--- config.mk ---
export PLATFORM = sky130hd
export DESIGN_NAME = pulse_flow_rate_meter_unit
export DESIGN_NICKNAME = d
export VERILOG_FILES = /design/src/pfrm_pkg.sv /design/src/pulse_flow_rate_meter_unit.sv /design/src/pfrm_mul.sv /design/src/pfrm_div.sv
export SDC_FILE = /design/constraint.sdc
export NUM_CORES = 2
export LEC_CHECK = 0
export ABC_AREA = 1
export BUFFER_PORTS_ARGS = -buffer_cell sky130_fd_sc_hd__buf_2
export CELL_PAD_IN_SITES_DETAIL_PLACEMENT = 1
export CELL_PAD_IN_SITES_GLOBAL_PLACEMENT = 2
export CORE_MARGIN = 2
export CORE_UTILIZATION = 40
export DETAILED_ROUTE_END_ITERATION = 10
export GPL_ROUTABILITY_DRIVEN = 0
export GPL_TIMING_DRIVEN = 0
export HOLD_SLACK_MARGIN = 0.12
export PLACE_DENSITY_LB_ADDON = 0.1
export SYNTH_ARGS = -nofsm -noshare
export SYNTH_HDL_FRONTEND = slang
export SYNTH_SLANG_ARGS = --single-unit
export TNS_END_PERCENT = 50
--- constraint.sdc ---
create_clock -name clock -period 11.56 [get_ports clock]
set_clock_uncertainty 0.2 [all_clocks]
set_input_delay 0.578 -clock clock [delete_from_list [all_inputs] [get_ports clock]]
set_output_delay 0.578 -clock clock [all_outputs]
set_load 0.05 [all_outputs]
--- src/pfrm_pkg.sv ---
// ----------------------------------------------------------------------------
// Pulse flow rate meter: package
// Field widths, item kind and register index codes, transaction types.
// ----------------------------------------------------------------------------
`timescale 1ns / 1ps

package pfrm_pkg;

   localparam int TIME_WIDTH          = 32;
   localparam int PPL_WIDTH           = 24;
   localparam int FLOW_WIDTH          = 16;
   localparam int CSR_INDEX_WIDTH     = 2;
   localparam int CSR_DATA_WIDTH      = 32;
   localparam int FLOW_FRAC_BITS_DEF  = 8;

   // Sixty million microseconds per minute, and the bits it needs.
   localparam longint FLOW_SCALE       = 60000000;
   localparam int     FLOW_SCALE_WIDTH = 26;

   localparam logic [PPL_WIDTH-1:0]  PPL_RESET     = PPL_WIDTH'(115200);
   localparam logic [TIME_WIDTH-1:0] MIN_GAP_RESET = '0;
   localparam logic [TIME_WIDTH-1:0] TIMEOUT_RESET = TIME_WIDTH'(1500000);

   localparam logic [1:0] KIND_EDGE  = 2'd0;
   localparam logic [1:0] KIND_TICK  = 2'd1;
   localparam logic [1:0] KIND_CLEAR = 2'd2;

   localparam logic [CSR_INDEX_WIDTH-1:0] CSR_PPL     = CSR_INDEX_WIDTH'(0);
   localparam logic [CSR_INDEX_WIDTH-1:0] CSR_MIN_GAP = CSR_INDEX_WIDTH'(1);
   localparam logic [CSR_INDEX_WIDTH-1:0] CSR_TIMEOUT = CSR_INDEX_WIDTH'(2);

   typedef struct packed {
      logic [1:0]            kind;
      logic [TIME_WIDTH-1:0] now_us;
   } req_type;

   typedef struct packed {
      logic [31:0]           pulse_count;
      logic [TIME_WIDTH-1:0] pulse_interval_us;
      logic [FLOW_WIDTH-1:0] raw_flow_q8;
      logic [FLOW_WIDTH-1:0] filtered_flow_q8;
      logic                  edge_rejected;
   } rsp_type;

endpackage

--- src/pulse_flow_rate_meter_unit.sv ---
// ----------------------------------------------------------------------------
// Pulse flow rate meter
// Counts debounced sensor pulses, measures the pulse period and, on update
// ticks, turns it into flow in L/min with a quarter-weight moving average.
//
//   Channel   Direction  Handshake          Payload
//   req_      in         valid / stall      req_type (kind, now_us)
//   rsp_      out        valid / stall      rsp_type (five result fields)
//   csr_      in         valid / ready      csr_index, csr_wdata
//
// Edge, clear, unused-kind and plain tick transactions answer the next cycle.
// A tick that recomputes the flow runs the serial interval x pulses-per-litre
// multiplier, then the serial divider, then a result state that loads the answer
// into the output register once it is free; no further request is taken before that.
// Reset clears all measurement state and loads the register defaults.
// A stalled result holds in the output register; req_stall is high while it
// is blocked or a calculation is in progress.
// ----------------------------------------------------------------------------
`timescale 1ns / 1ps

module pulse_flow_rate_meter_unit import pfrm_pkg::*; #(
   parameter int FLOW_FRAC_BITS = FLOW_FRAC_BITS_DEF
) (
   input  logic                       clock,
   input  logic                       reset,
   input  logic                       req_valid,
   output logic                       req_stall,
   input  req_type                    req_data,
   output logic                       rsp_valid,
   input  logic                       rsp_stall,
   output rsp_type                    rsp_data,
   input  logic                       csr_valid,
   output logic                       csr_ready,
   input  logic [CSR_INDEX_WIDTH-1:0] csr_index,
   input  logic [CSR_DATA_WIDTH-1:0]  csr_wdata
);

   localparam int NUM_W = FLOW_SCALE_WIDTH + FLOW_FRAC_BITS + 8;
   localparam int DEN_W = TIME_WIDTH + PPL_WIDTH;
   localparam logic [NUM_W-1:0] FLOW_NUM = NUM_W'(FLOW_SCALE) << (FLOW_FRAC_BITS + 8);

   typedef enum logic [1:0] {
      ST_IDLE,
      ST_MUL,
      ST_DIV,
      ST_RESULT
   } state_type;

   // Configuration registers.
   logic [PPL_WIDTH-1:0]  ppl_ff;
   logic [TIME_WIDTH-1:0] min_gap_ff;
   logic [TIME_WIDTH-1:0] timeout_ff;

   // Measurement state.
   state_type             state_ff, state_in;
   logic [31:0]           count_ff, count_in;
   logic [31:0]           processed_ff, processed_in;
   logic [TIME_WIDTH-1:0] last_pulse_ff, last_pulse_in;
   logic [TIME_WIDTH-1:0] last_edge_ff, last_edge_in;
   logic [TIME_WIDTH-1:0] interval_ff, interval_in;
   logic                  seen_ff, seen_in;
   logic [FLOW_WIDTH-1:0] raw_ff, raw_in;
   logic [FLOW_WIDTH-1:0] filt_ff, filt_in;
   logic                  rsp_valid_ff, rsp_valid_in;
   rsp_type               rsp_data_ff, rsp_data_in;

   logic                  accept_req;
   logic                  rsp_free;
   logic                  load_rsp;
   logic                  rej_in;
   logic [TIME_WIDTH-1:0] edge_gap;
   logic [TIME_WIDTH-1:0] pulse_age;
   logic                  timed_out;
   logic                  new_pulses;
   logic                  flow_blank;
   logic                  mul_start, mul_done;
   logic [DEN_W-1:0]      product;
   logic                  div_done;
   logic [FLOW_WIDTH-1:0] quotient;
   logic [FLOW_WIDTH+1:0] ema_sum;

   assign csr_ready = 1'b1;

   always_ff @(posedge clock) begin
      if (reset) begin
         ppl_ff     <= PPL_RESET;
         min_gap_ff <= MIN_GAP_RESET;
         timeout_ff <= TIMEOUT_RESET;
      end else if (csr_valid) begin
         unique case (csr_index)
            CSR_PPL:     ppl_ff     <= csr_wdata[PPL_WIDTH-1:0];
            CSR_MIN_GAP: min_gap_ff <= csr_wdata[TIME_WIDTH-1:0];
            CSR_TIMEOUT: timeout_ff <= csr_wdata[TIME_WIDTH-1:0];
            default: ;
         endcase
      end
   end

   assign rsp_free   = !rsp_valid_ff || !rsp_stall;
   assign req_stall  = (state_ff != ST_IDLE) || !rsp_free;
   assign accept_req = req_valid && !req_stall;

   assign edge_gap   = req_data.now_us - last_edge_ff;
   assign pulse_age  = req_data.now_us - last_pulse_ff;
   assign timed_out  = (count_ff == '0) || (pulse_age > timeout_ff);
   assign new_pulses = count_ff != processed_ff;
   assign flow_blank = (interval_ff == '0) || (ppl_ff == '0);

   // Only a tick with fresh pulses, a usable period and no timeout needs the
   // arithmetic; every other case settles in the accepting cycle.
   assign mul_start = accept_req && (req_data.kind == KIND_TICK) && new_pulses
                      && !timed_out && !flow_blank;

   assign ema_sum = {2'b00, quotient} + {1'b0, filt_ff, 1'b0} + {2'b00, filt_ff};

   always_comb begin
      state_in      = state_ff;
      count_in      = count_ff;
      processed_in  = processed_ff;
      last_pulse_in = last_pulse_ff;
      last_edge_in  = last_edge_ff;
      interval_in   = interval_ff;
      seen_in       = seen_ff;
      raw_in        = raw_ff;
      filt_in       = filt_ff;
      rej_in        = 1'b0;
      load_rsp      = 1'b0;
      unique case (state_ff)
         ST_IDLE: begin
            if (accept_req) begin
               load_rsp = 1'b1;
               unique case (req_data.kind)
                  KIND_EDGE: begin
                     rej_in       = seen_ff && (edge_gap < min_gap_ff);
                     last_edge_in = req_data.now_us;
                     seen_in      = 1'b1;
                     if (!rej_in) begin
                        interval_in   = (count_ff == '0) ? '0 : pulse_age;
                        last_pulse_in = req_data.now_us;
                        count_in      = count_ff + 32'd1;
                     end
                  end
                  KIND_TICK: begin
                     if (new_pulses) begin
                        processed_in = count_ff;
                     end
                     if (mul_start) begin
                        load_rsp = 1'b0;
                        state_in = ST_MUL;
                     end else if (timed_out || (new_pulses && flow_blank)) begin
                        raw_in  = '0;
                        filt_in = '0;
                     end
                  end
                  KIND_CLEAR: begin
                     count_in      = '0;
                     processed_in  = '0;
                     last_pulse_in = '0;
                     last_edge_in  = '0;
                     interval_in   = '0;
                     seen_in       = 1'b0;
                     raw_in        = '0;
                     filt_in       = '0;
                  end
                  default: ;
               endcase
            end
         end
         ST_MUL: begin
            if (mul_done) begin
               state_in = ST_DIV;
            end
         end
         ST_DIV: begin
            if (div_done) begin
               raw_in   = quotient;
               filt_in  = ema_sum[FLOW_WIDTH+1:2];
               state_in = ST_RESULT;
            end
         end
         ST_RESULT: begin
            if (rsp_free) begin
               load_rsp = 1'b1;
               state_in = ST_IDLE;
            end
         end
         default: state_in = ST_IDLE;
      endcase

      rsp_valid_in = load_rsp || (rsp_valid_ff && rsp_stall);
      rsp_data_in.pulse_count       = count_in;
      rsp_data_in.pulse_interval_us = interval_in;
      rsp_data_in.raw_flow_q8       = raw_in;
      rsp_data_in.filtered_flow_q8  = filt_in;
      rsp_data_in.edge_rejected     = rej_in;
   end

   always_ff @(posedge clock) begin
      if (reset) begin
         state_ff      <= ST_IDLE;
         count_ff      <= '0;
         processed_ff  <= '0;
         last_pulse_ff <= '0;
         last_edge_ff  <= '0;
         interval_ff   <= '0;
         seen_ff       <= 1'b0;
         raw_ff        <= '0;
         filt_ff       <= '0;
         rsp_valid_ff  <= 1'b0;
      end else begin
         state_ff      <= state_in;
         count_ff      <= count_in;
         processed_ff  <= processed_in;
         last_pulse_ff <= last_pulse_in;
         last_edge_ff  <= last_edge_in;
         interval_ff   <= interval_in;
         seen_ff       <= seen_in;
         raw_ff        <= raw_in;
         filt_ff       <= filt_in;
         rsp_valid_ff  <= rsp_valid_in;
      end
      if (load_rsp) begin
         rsp_data_ff <= rsp_data_in;
      end
   end

   assign rsp_valid = rsp_valid_ff;
   assign rsp_data  = rsp_data_ff;

   pfrm_mul #(
      .A_W (TIME_WIDTH),
      .B_W (PPL_WIDTH)
   ) u_mul (
      .clock   (clock),
      .reset   (reset),
      .start   (mul_start),
      .mcand   (interval_ff),
      .mplier  (ppl_ff),
      .done    (mul_done),
      .product (product)
   );

   pfrm_div #(
      .NUM_W (NUM_W),
      .DEN_W (DEN_W),
      .Q_W   (FLOW_WIDTH)
   ) u_div (
      .clock    (clock),
      .reset    (reset),
      .start    (mul_done),
      .numer    (FLOW_NUM),
      .denom    (product),
      .done     (div_done),
      .quotient (quotient)
   );

endmodule

--- src/pfrm_mul.sv ---
// ----------------------------------------------------------------------------
// Pulse flow rate meter: serial multiplier
// Shift-and-add product, one multiplier bit per cycle, least significant first.
// ----------------------------------------------------------------------------
`timescale 1ns / 1ps

module pfrm_mul import pfrm_pkg::*; #(
   parameter int A_W = TIME_WIDTH,
   parameter int B_W = PPL_WIDTH
) (
   input  logic             clock,
   input  logic             reset,
   input  logic             start,
   input  logic [A_W-1:0]   mcand,
   input  logic [B_W-1:0]   mplier,
   output logic             done,
   output logic [A_W+B_W-1:0] product
);

   localparam int P_W   = A_W + B_W;
   localparam int CNT_W = $clog2(B_W + 1);

   logic             active_ff, active_in;
   logic             done_ff, done_in;
   logic [CNT_W-1:0] cnt_ff, cnt_in;
   logic [P_W-1:0]   mcand_ff, mcand_in;
   logic [B_W-1:0]   mplier_ff, mplier_in;
   logic [P_W-1:0]   acc_ff, acc_in;

   always_comb begin
      active_in = active_ff;
      done_in   = 1'b0;
      cnt_in    = cnt_ff;
      mcand_in  = mcand_ff;
      mplier_in = mplier_ff;
      acc_in    = acc_ff;
      if (start) begin
         active_in = 1'b1;
         cnt_in    = CNT_W'(B_W);
         mcand_in  = P_W'(mcand);
         mplier_in = mplier;
         acc_in    = '0;
      end else if (active_ff) begin
         if (mplier_ff[0]) begin
            acc_in = acc_ff + mcand_ff;
         end
         mcand_in  = mcand_ff << 1;
         mplier_in = mplier_ff >> 1;
         cnt_in    = cnt_ff - CNT_W'(1);
         if (cnt_ff == CNT_W'(1)) begin
            active_in = 1'b0;
            done_in   = 1'b1;
         end
      end
   end

   always_ff @(posedge clock) begin
      if (reset) begin
         active_ff <= 1'b0;
         done_ff   <= 1'b0;
      end else begin
         active_ff <= active_in;
         done_ff   <= done_in;
      end
      cnt_ff    <= cnt_in;
      mcand_ff  <= mcand_in;
      mplier_ff <= mplier_in;
      acc_ff    <= acc_in;
   end

   assign done    = done_ff;
   assign product = acc_ff;

endmodule

--- src/pfrm_div.sv ---
// ----------------------------------------------------------------------------
// Pulse flow rate meter: serial divider
// Restoring division of a fixed numerator, one quotient bit per cycle, with
// the quotient saturated to Q_W bits.
// ----------------------------------------------------------------------------
`timescale 1ns / 1ps

module pfrm_div import pfrm_pkg::*; #(
   parameter int NUM_W = FLOW_SCALE_WIDTH + FLOW_FRAC_BITS_DEF + 8,
   parameter int DEN_W = TIME_WIDTH + PPL_WIDTH,
   parameter int Q_W   = FLOW_WIDTH
) (
   input  logic             clock,
   input  logic             reset,
   input  logic             start,
   input  logic [NUM_W-1:0] numer,
   input  logic [DEN_W-1:0] denom,
   output logic             done,
   output logic [Q_W-1:0]   quotient
);

   // The divisor starts at denom * 2^Q_W and moves right one place a cycle.
   // One extra quotient bit above Q_W flags saturation; the lower bits are
   // then of no interest.
   localparam int CMP_W = DEN_W + Q_W;
   localparam int PAD_W = CMP_W - NUM_W;
   localparam int STEPS = Q_W + 1;
   localparam int CNT_W = $clog2(STEPS + 1);

   logic             active_ff, active_in;
   logic             done_ff, done_in;
   logic [CNT_W-1:0] cnt_ff, cnt_in;
   logic [NUM_W-1:0] rem_ff, rem_in;
   logic [CMP_W-1:0] div_ff, div_in;
   logic [Q_W:0]     quo_ff, quo_in;

   logic [CMP_W-1:0] rem_ext;
   logic [CMP_W-1:0] diff;
   logic             fits;

   assign rem_ext = {{PAD_W{1'b0}}, rem_ff};
   assign fits    = rem_ext >= div_ff;
   assign diff    = rem_ext - div_ff;

   always_comb begin
      active_in = active_ff;
      done_in   = 1'b0;
      cnt_in    = cnt_ff;
      rem_in    = rem_ff;
      div_in    = div_ff;
      quo_in    = quo_ff;
      if (start) begin
         active_in = 1'b1;
         cnt_in    = CNT_W'(STEPS);
         rem_in    = numer;
         div_in    = {denom, {Q_W{1'b0}}};
         quo_in    = '0;
      end else if (active_ff) begin
         if (fits) begin
            rem_in = diff[NUM_W-1:0];
         end
         div_in = div_ff >> 1;
         quo_in = {quo_ff[Q_W-1:0], fits};
         cnt_in = cnt_ff - CNT_W'(1);
         if (cnt_ff == CNT_W'(1)) begin
            active_in = 1'b0;
            done_in   = 1'b1;
         end
      end
   end

   always_ff @(posedge clock) begin
      if (reset) begin
         active_ff <= 1'b0;
         done_ff   <= 1'b0;
      end else begin
         active_ff <= active_in;
         done_ff   <= done_in;
      end
      cnt_ff <= cnt_in;
      rem_ff <= rem_in;
      div_ff <= div_in;
      quo_ff <= quo_in;
   end

   assign done     = done_ff;
   assign quotient = quo_ff[Q_W] ? {Q_W{1'b1}} : quo_ff[Q_W-1:0];

endmodule

; ---- After elaboration in Yosys (flattened, before gate mapping)
; Cells that the tools add are included.
[classes]
magnitude_cmp = 3
n_reduce_logical = 43
n_shift = 0
n_div = 0
mul = 0
muxes = 54
n_eq_ne = 18
n_addsub = 9
bitwise_logic = 2
[ops]
columns = op, count
row1 = 32-bit 2-to-1 mux, 11
row2 = 32-bit one-hot mux with 2 select lines, 5
row3 = 16-bit 2-to-1 mux, 9
row4 = 72-bit 2-to-1 mux, 2
row5 = 16-bit one-hot mux with 2 select lines, 4
row6 = 42-bit by 72-bit >= comparator with 1-bit output, 1
row7 = 32-bit logical NOT, 2
row8 = 32-bit subtractor, 2
row9 = 56-bit adder, 1
row10 = 24-bit 2-to-1 mux, 2
row11 = 42-bit subtractor, 1
row12 = "32-bit by 1-bit adder with 32-bit output, second input constant", 1
row13 = 32-bit > comparator, 1
row14 = 32-bit less-than comparator, 1
row15 = 32-bit inequality test, 1
row16 = 24-bit logical NOT, 1
row17 = 16-bit by 17-bit adder with 18-bit output, 1
row18 = 18-bit by 16-bit adder with 18-bit output, 1
row19 = 1-bit 2-to-1 mux, 12
row20 = 2-bit 2-to-1 mux, 6
row21 = "2-bit inequality test, second input constant", 6
row22 = "5-bit by 1-bit == test with 1-bit output, second input constant", 2
row23 = 2-bit AND reduction, 5
row24 = 2-bit nonzero test, 5
row25 = 15 further kinds, 46
[totals]
register_bits = 662
inputBits = 73
memories = 0
ram_bits = 0
latchBits = 0
wordCells = 161
out_inout_bits = 100
mem_bits_ro = 0

; ---- Depth between registers and ports, before layout
[depth]
depth_word = 15
depth_mapped = 31
depth_no_buf = 30

; ---- Cells and area by module
; A second synthesis with hierarchy kept.
[unflattened]
cells_unflattened = 6032
hier_area_um2 = 41924.0
[by_module_without_submodules]
columns = module, area_each_um2, instances, cells_per_inst
row1 = pulse_flow_rate_meter_unit, 22175.0, 1, 2996
row2 = pfrm_mul, 10675.2, 1, 1753
row3 = pfrm_div, 9073.7, 1, 1283

; ---- Worst setup path after synthesis
; Ideal clock, no wire load.
[synth_path]
path_kind = in2reg
start = in req_data[0] (netlist bit)
end = reg rsp_data_ff, in the netlist rsp_data[0] (enable)
setup_ps = 451
t_arrival_ps = 5260
path_slack_ps = 5650
cell_stages = 30
required_time_ps = 10909
cell_sequence = inv_1 ha_1 inv_1 fa_1 nand3_1 nand2_1 nand3_1 nand2_1 nand2_1 nand3_1 nand2_1 nand2_1 nand2_1 nand2_1 xor2_1 ha_1 nand2_1 nor2_1 nand2_1 nor2_1 nand2_1 nand2_1 nand2_1 nand3_1 buf_4 buf_6 nand2_1 nand2_1 nand2_1 inv_1
[synth_between]
elab_chain_len = 10
[synth_rtl]
columns = element, line
row1 = start: declaration, pulse_flow_rate_meter_unit.sv:28  ; input req_type req_data,
row2 = 32-bit subtractor, pulse_flow_rate_meter_unit.sv:104  ; assign pulse_age = req_data.now_us - last_pulse_ff;
row3 = 32-bit > comparator, pulse_flow_rate_meter_unit.sv:105  ; assign timed_out = (count_ff == '0) || (pulse_age > timeout_ff);
row4 = 1-bit logical OR, pulse_flow_rate_meter_unit.sv:105
row5 = 1-bit logical NOT, pulse_flow_rate_meter_unit.sv:112  ; && !timed_out && !flow_blank;
row6 = 1-bit logical AND (2 in a row), pulse_flow_rate_meter_unit.sv:112
row7 = 1-bit 2-to-1 mux, pulse_flow_rate_meter_unit.sv:147  ; if (mul_start) begin
row8 = 1-bit 2-to-1 mux, pulse_flow_rate_meter_unit.sv:132  ; unique case (req_data.kind)
row9 = 1-bit 2-to-1 mux, pulse_flow_rate_meter_unit.sv:130  ; if (accept_req) begin
row10 = 1-bit one-hot mux with 2 select lines, pulse_flow_rate_meter_unit.sv:128  ; unique case (state_ff)
row11 = via load_rsp, pulse_flow_rate_meter_unit.sv:69  ; logic load_rsp;
row12 = end signal: assignment, pulse_flow_rate_meter_unit.sv:223  ; rsp_data_ff <= rsp_data_in;
row13 = end: declaration, pulse_flow_rate_meter_unit.sv:65  ; rsp_type rsp_data_ff, rsp_data_in;
; The timed path passes the listed nets, and every way through them passes these cells.
; A chain may end at the register's enable or synchronous reset.

; ---- Final worst setup path
[layout_path]
start = in req_data[17] (netlist bit)
end = reg rsp_data_ff, in the netlist rsp_data[49] (enable)
; Same word-level chain as after synthesis.

==> results.md <==
* Fmax achieved at around 170 MHz
* Detail Route Antenna Nets at 0
* Post-synthesis xor/xnor area fraction at approximately 3.3%
* Non-filler instance count after layout at 7068
* Grt total ovfl at 0
* Warnings from Yosys at 0
* Die span in y at 318 µm
* Final instance area at approximately 46000 µm²
* Number of cell instances on the worst register-to-register path at 26
* Combinational family with the most area after synthesis: simple AND/OR/NAND/NOR gates
* Leakage component of the power at about 21 nW
* Floorplan die area at 101000 µm²
* Final worst slack at approximately 5.7 ns
* Global routing usage summed across all routing layers at approximately 29%
* Highest net fanout along the worst path at 51
* Synthesized netlist net count at about 5700
* Initial Utilization at 40.3%
* First-pass detailed-route iteration total at 5
* Power Density at around 140 nW/µm²
* Antenna violations before repair at 3
* Worst setup path class: in -> reg
* CTS root buf: clkbuf_16
* Clock sinks at 662
* Leading cell types by total area after synthesis: dfxtp_1 (23%), edfxtp_1 (16%), nand2_1 (11%)
* Placed Instances at slightly below 7000
* Count of input and output buffers at 170
* Data arrival time of the critical path at approximately 6.0 ns
* CTS H-tree depth at 3
* TritonCTS Buffers at 80
* Final nets at 6055
* Routed len/inst at slightly above 20 µm
* Max_slew headroom at around 17%
* Standard-cell rows at 115
* Setup TNS at 0 ns
* Kind of start point of the critical path: input pin
* Setup slack on the worst flop-to-flop path at between 5 and 6 ns
* Post-Synthesis Cell Area at 39600 µm²
* Pin count of the biggest net entering global routing at 52
* RSZ-0062 raised after global routing: no
* Most used flip-flop cell after synthesis: dfxtp_1
* Layout cell share with drive strength beyond 1 at under 10%
* Remaining DRCs at 0
* Adder and majority gate portion of the synthesized area at under 10%
* Post-synth top cells: nand2_1 (1155), inv_1 (792), a21oi_1 (574)
* Synth Area in Simple Gates at a little over a fifth
* Syn Area/Cell at ~7.3 µm²
* Number of global-route vias before repair at approximately 39000
* Run status: complete, no violations
* Number of primary I/O pins at approximately 170
* Async set or reset register ratio after synthesis at 0%
* Final HPWL DP at 116000 µm
* Slew of the pin with the lowest slew margin at ~1.2 ns
* Share of the synthesized area in the top cell type at 22.9%
* Overall routed net length at between 100000 and 150000 µm
* CTS tree: done
* Final setup fails at 0
* Die Wd at between 300 and 400 µm
* Final hold violations at 0
* DRC violation total after the first TritonRoute iteration at 2306
* Max-slew violation total from the final report at 0
* Min Tclk post-route at around 6 ns
* Post-synthesis instance total at 5395
* Via Count at 37600
* Most repeated cell in the gate-level netlist after synthesis: nand2_1
* Fraction of the core area covered by cells at the end of the flow at between 40% and 50%
* CP required at ~12 ns
* Area of the core region at ~98000 µm²
* Synth Area in Compound Gates at around 18%
* Clk Latency, worst-skew pair at approximately 0.67 ns
* Hold Path Cell Cnt at 5
* Area post-placement at approximately 42000 µm²
* Number of max-cap violations at 0
* Distinct cell type count after synthesis at 56
* Number of flip-flops and latches in the synthesized netlist at around 660
* Fraction of the yosys area taken by sequential cells at 38.8%
* Count of flip-flops with a built-in enable after synthesis at between 200 and 250
* Pre-CTS setup slack at 5.24 ns
* Library cell with the largest summed area after synthesis: dfxtp_1
* Layout area overhead at 15.2%
* Period utilisation layout at ~50%
* Global-route wire length before repair at between 200000 and 250000 µm
* Post-CTS Repair Setup Buffers at 0
* Ratio of routed vias to standard cells at between 5 and 6
* Worst IR drop on VDD at 117 µV
* Maximum clock insertion buffer count at 3
* CP Capture Type: flop
* Class of the most critical hold timing path: in -> reg
* Mux share of post-synthesis cell area at 0%
* Clock slew at reported path FFs at 0.06 ns
==> metrics by stage <==
step / total power [mW] / hold slack, ns
floorplan: 3.39 / 0.233
global placement: 3.76 / 0.245
detailed placement: 3.79 / 0.250
CTS: 6.57 / 0.125
global route: 6.81 / 0.154
finish: 6.52 / 0.141
==> power breakdown <==
part | switching [mW] | leakage, nW | total [mW] | internal (mW)
Combinational | 0.822 | 13.5 | 1.20 | 0.376
Clock | 1.10 | 1.38 | 2.75 | 1.65
Sequential | 0.0777 | 5.64 | 2.58 | 2.50
Total | 2.00 | 20.6 | 6.52 | 4.52
==> path summary, 6_finish.rpt <==
path                                      start                            end
setup / recovery                   req_data[17]         rsp_data[49]$_DFFE_PP_
hold / removal                     req_data[18]  last_edge_ff[18]$_SDFFE_PP0P_
setup reg to reg   last_edge_ff[0]$_SDFFE_PP0P_         rsp_data[57]$_DFFE_PP_
hold reg to reg   last_pulse_ff[7]$_SDFFE_PP0P_  last_pulse_ff[7]$_SDFFE_PP0P_
==> critical path: stages <==
cell,delay [ns]
dlygate4sd3_1,0.53
buf_2,0.16
ha_1,0.41
nand2_1,0.15
nor2_1,0.16
inv_1,0.09
nor3_1,0.29
nand3_1,0.11
o221ai_1,0.29
xor2_1,0.40
ha_1,0.19
nand2_1,0.05
nor2_1,0.09
nand2_1,0.11
nor2_1,0.17
nand2_1,0.08
nand2_1,0.05
nand2_1,0.15
nand3_1,0.22
buf_4,0.30
buf_6,0.26
nand2_1,0.08
nand2_1,0.06
nand2_1,0.09
inv_4,0.54
buf_16,0.34
==> layout make-up <==
type                       instances  area, µm²
tap                             1287       1610
multi-input combinational       3723      20200
timing repair buffer             235       1540
buffer                           201        948
clock buffer                     104       2190
antenna                            1       2.50
clock inverter                    46        661
sequential                       662      15300
fill                           12500      52600
inverter                         809       3040
==> kinds of logic after synthesis <==
kind of cell	after synthesis
fa+ha+maj	270
compound gates	1276
other cells	1
buf+inv	1010
xor+xnor	150
simple gates	2026
flops	662
==> cell usage in the layout (no fill, tap or decap), types with 10 or more instances in the layout <==
| master | instances |
|---|---|
| nand2_1 | 1154 |
| inv_1 | 791 |
| a21oi_1 | 574 |
| dfxtp_1 | 453 |
| o21ai_0 | 450 |
| nor2_1 | 441 |
| ha_1 | 250 |
| buf_2 | 220 |
| nand3_1 | 211 |
| edfxtp_1 | 209 |
| clkbuf_1 | 135 |
| xor2_1 | 94 |
| clkbuf_16 | 82 |
| nand4_1 | 67 |
| dlygate4sd3_1 | 62 |
| nor3_1 | 59 |
| o211ai_1 | 57 |
| xnor2_1 | 56 |
| o22ai_1 | 49 |
| a21o_1 | 34 |
| a31oi_1 | 21 |
| nor4_1 | 20 |
| o21bai_1 | 20 |
| buf_4 | 20 |
| fa_1 | 20 |
| o21a_1 | 19 |
| nand2_2 | 16 |
| or2_2 | 14 |
| inv_2 | 13 |
| nand3b_1 | 13 |
| bufinv_16 | 13 |
| a211oi_1 | 12 |
| o21ai_1 | 11 |
| clkinv_1 | 11 |
| clkinv_2 | 10 |
==> state kept, by name, summed over array words and instances (netlist names), 42 cells and up <==
register / count
u_mul.mcand_ff: 56
u_div.div_ff: 72
u_mul.product: 56
u_div.rem_ff: 42
rsp_data: 97
==> what timing repair did <==
item                                   in CTS  in global routing
resized for setup                           0                  0
hold buffers                               62                  0
endpoints found under the hold margin     112                  0
==> layer usage <==
metal | GRT usage [%] | share of wire (%) | wire length, µm
met5 | 0 | 0 | 0
met4 | 7.64 | 2.7 | 3940
met3 | 2.81 | 4.1 | 6010
met2 | 49.0 | 47 | 69200
met1 | 38.2 | 46 | 66800
Note: power is estimated with default switching activity, not from simulation.
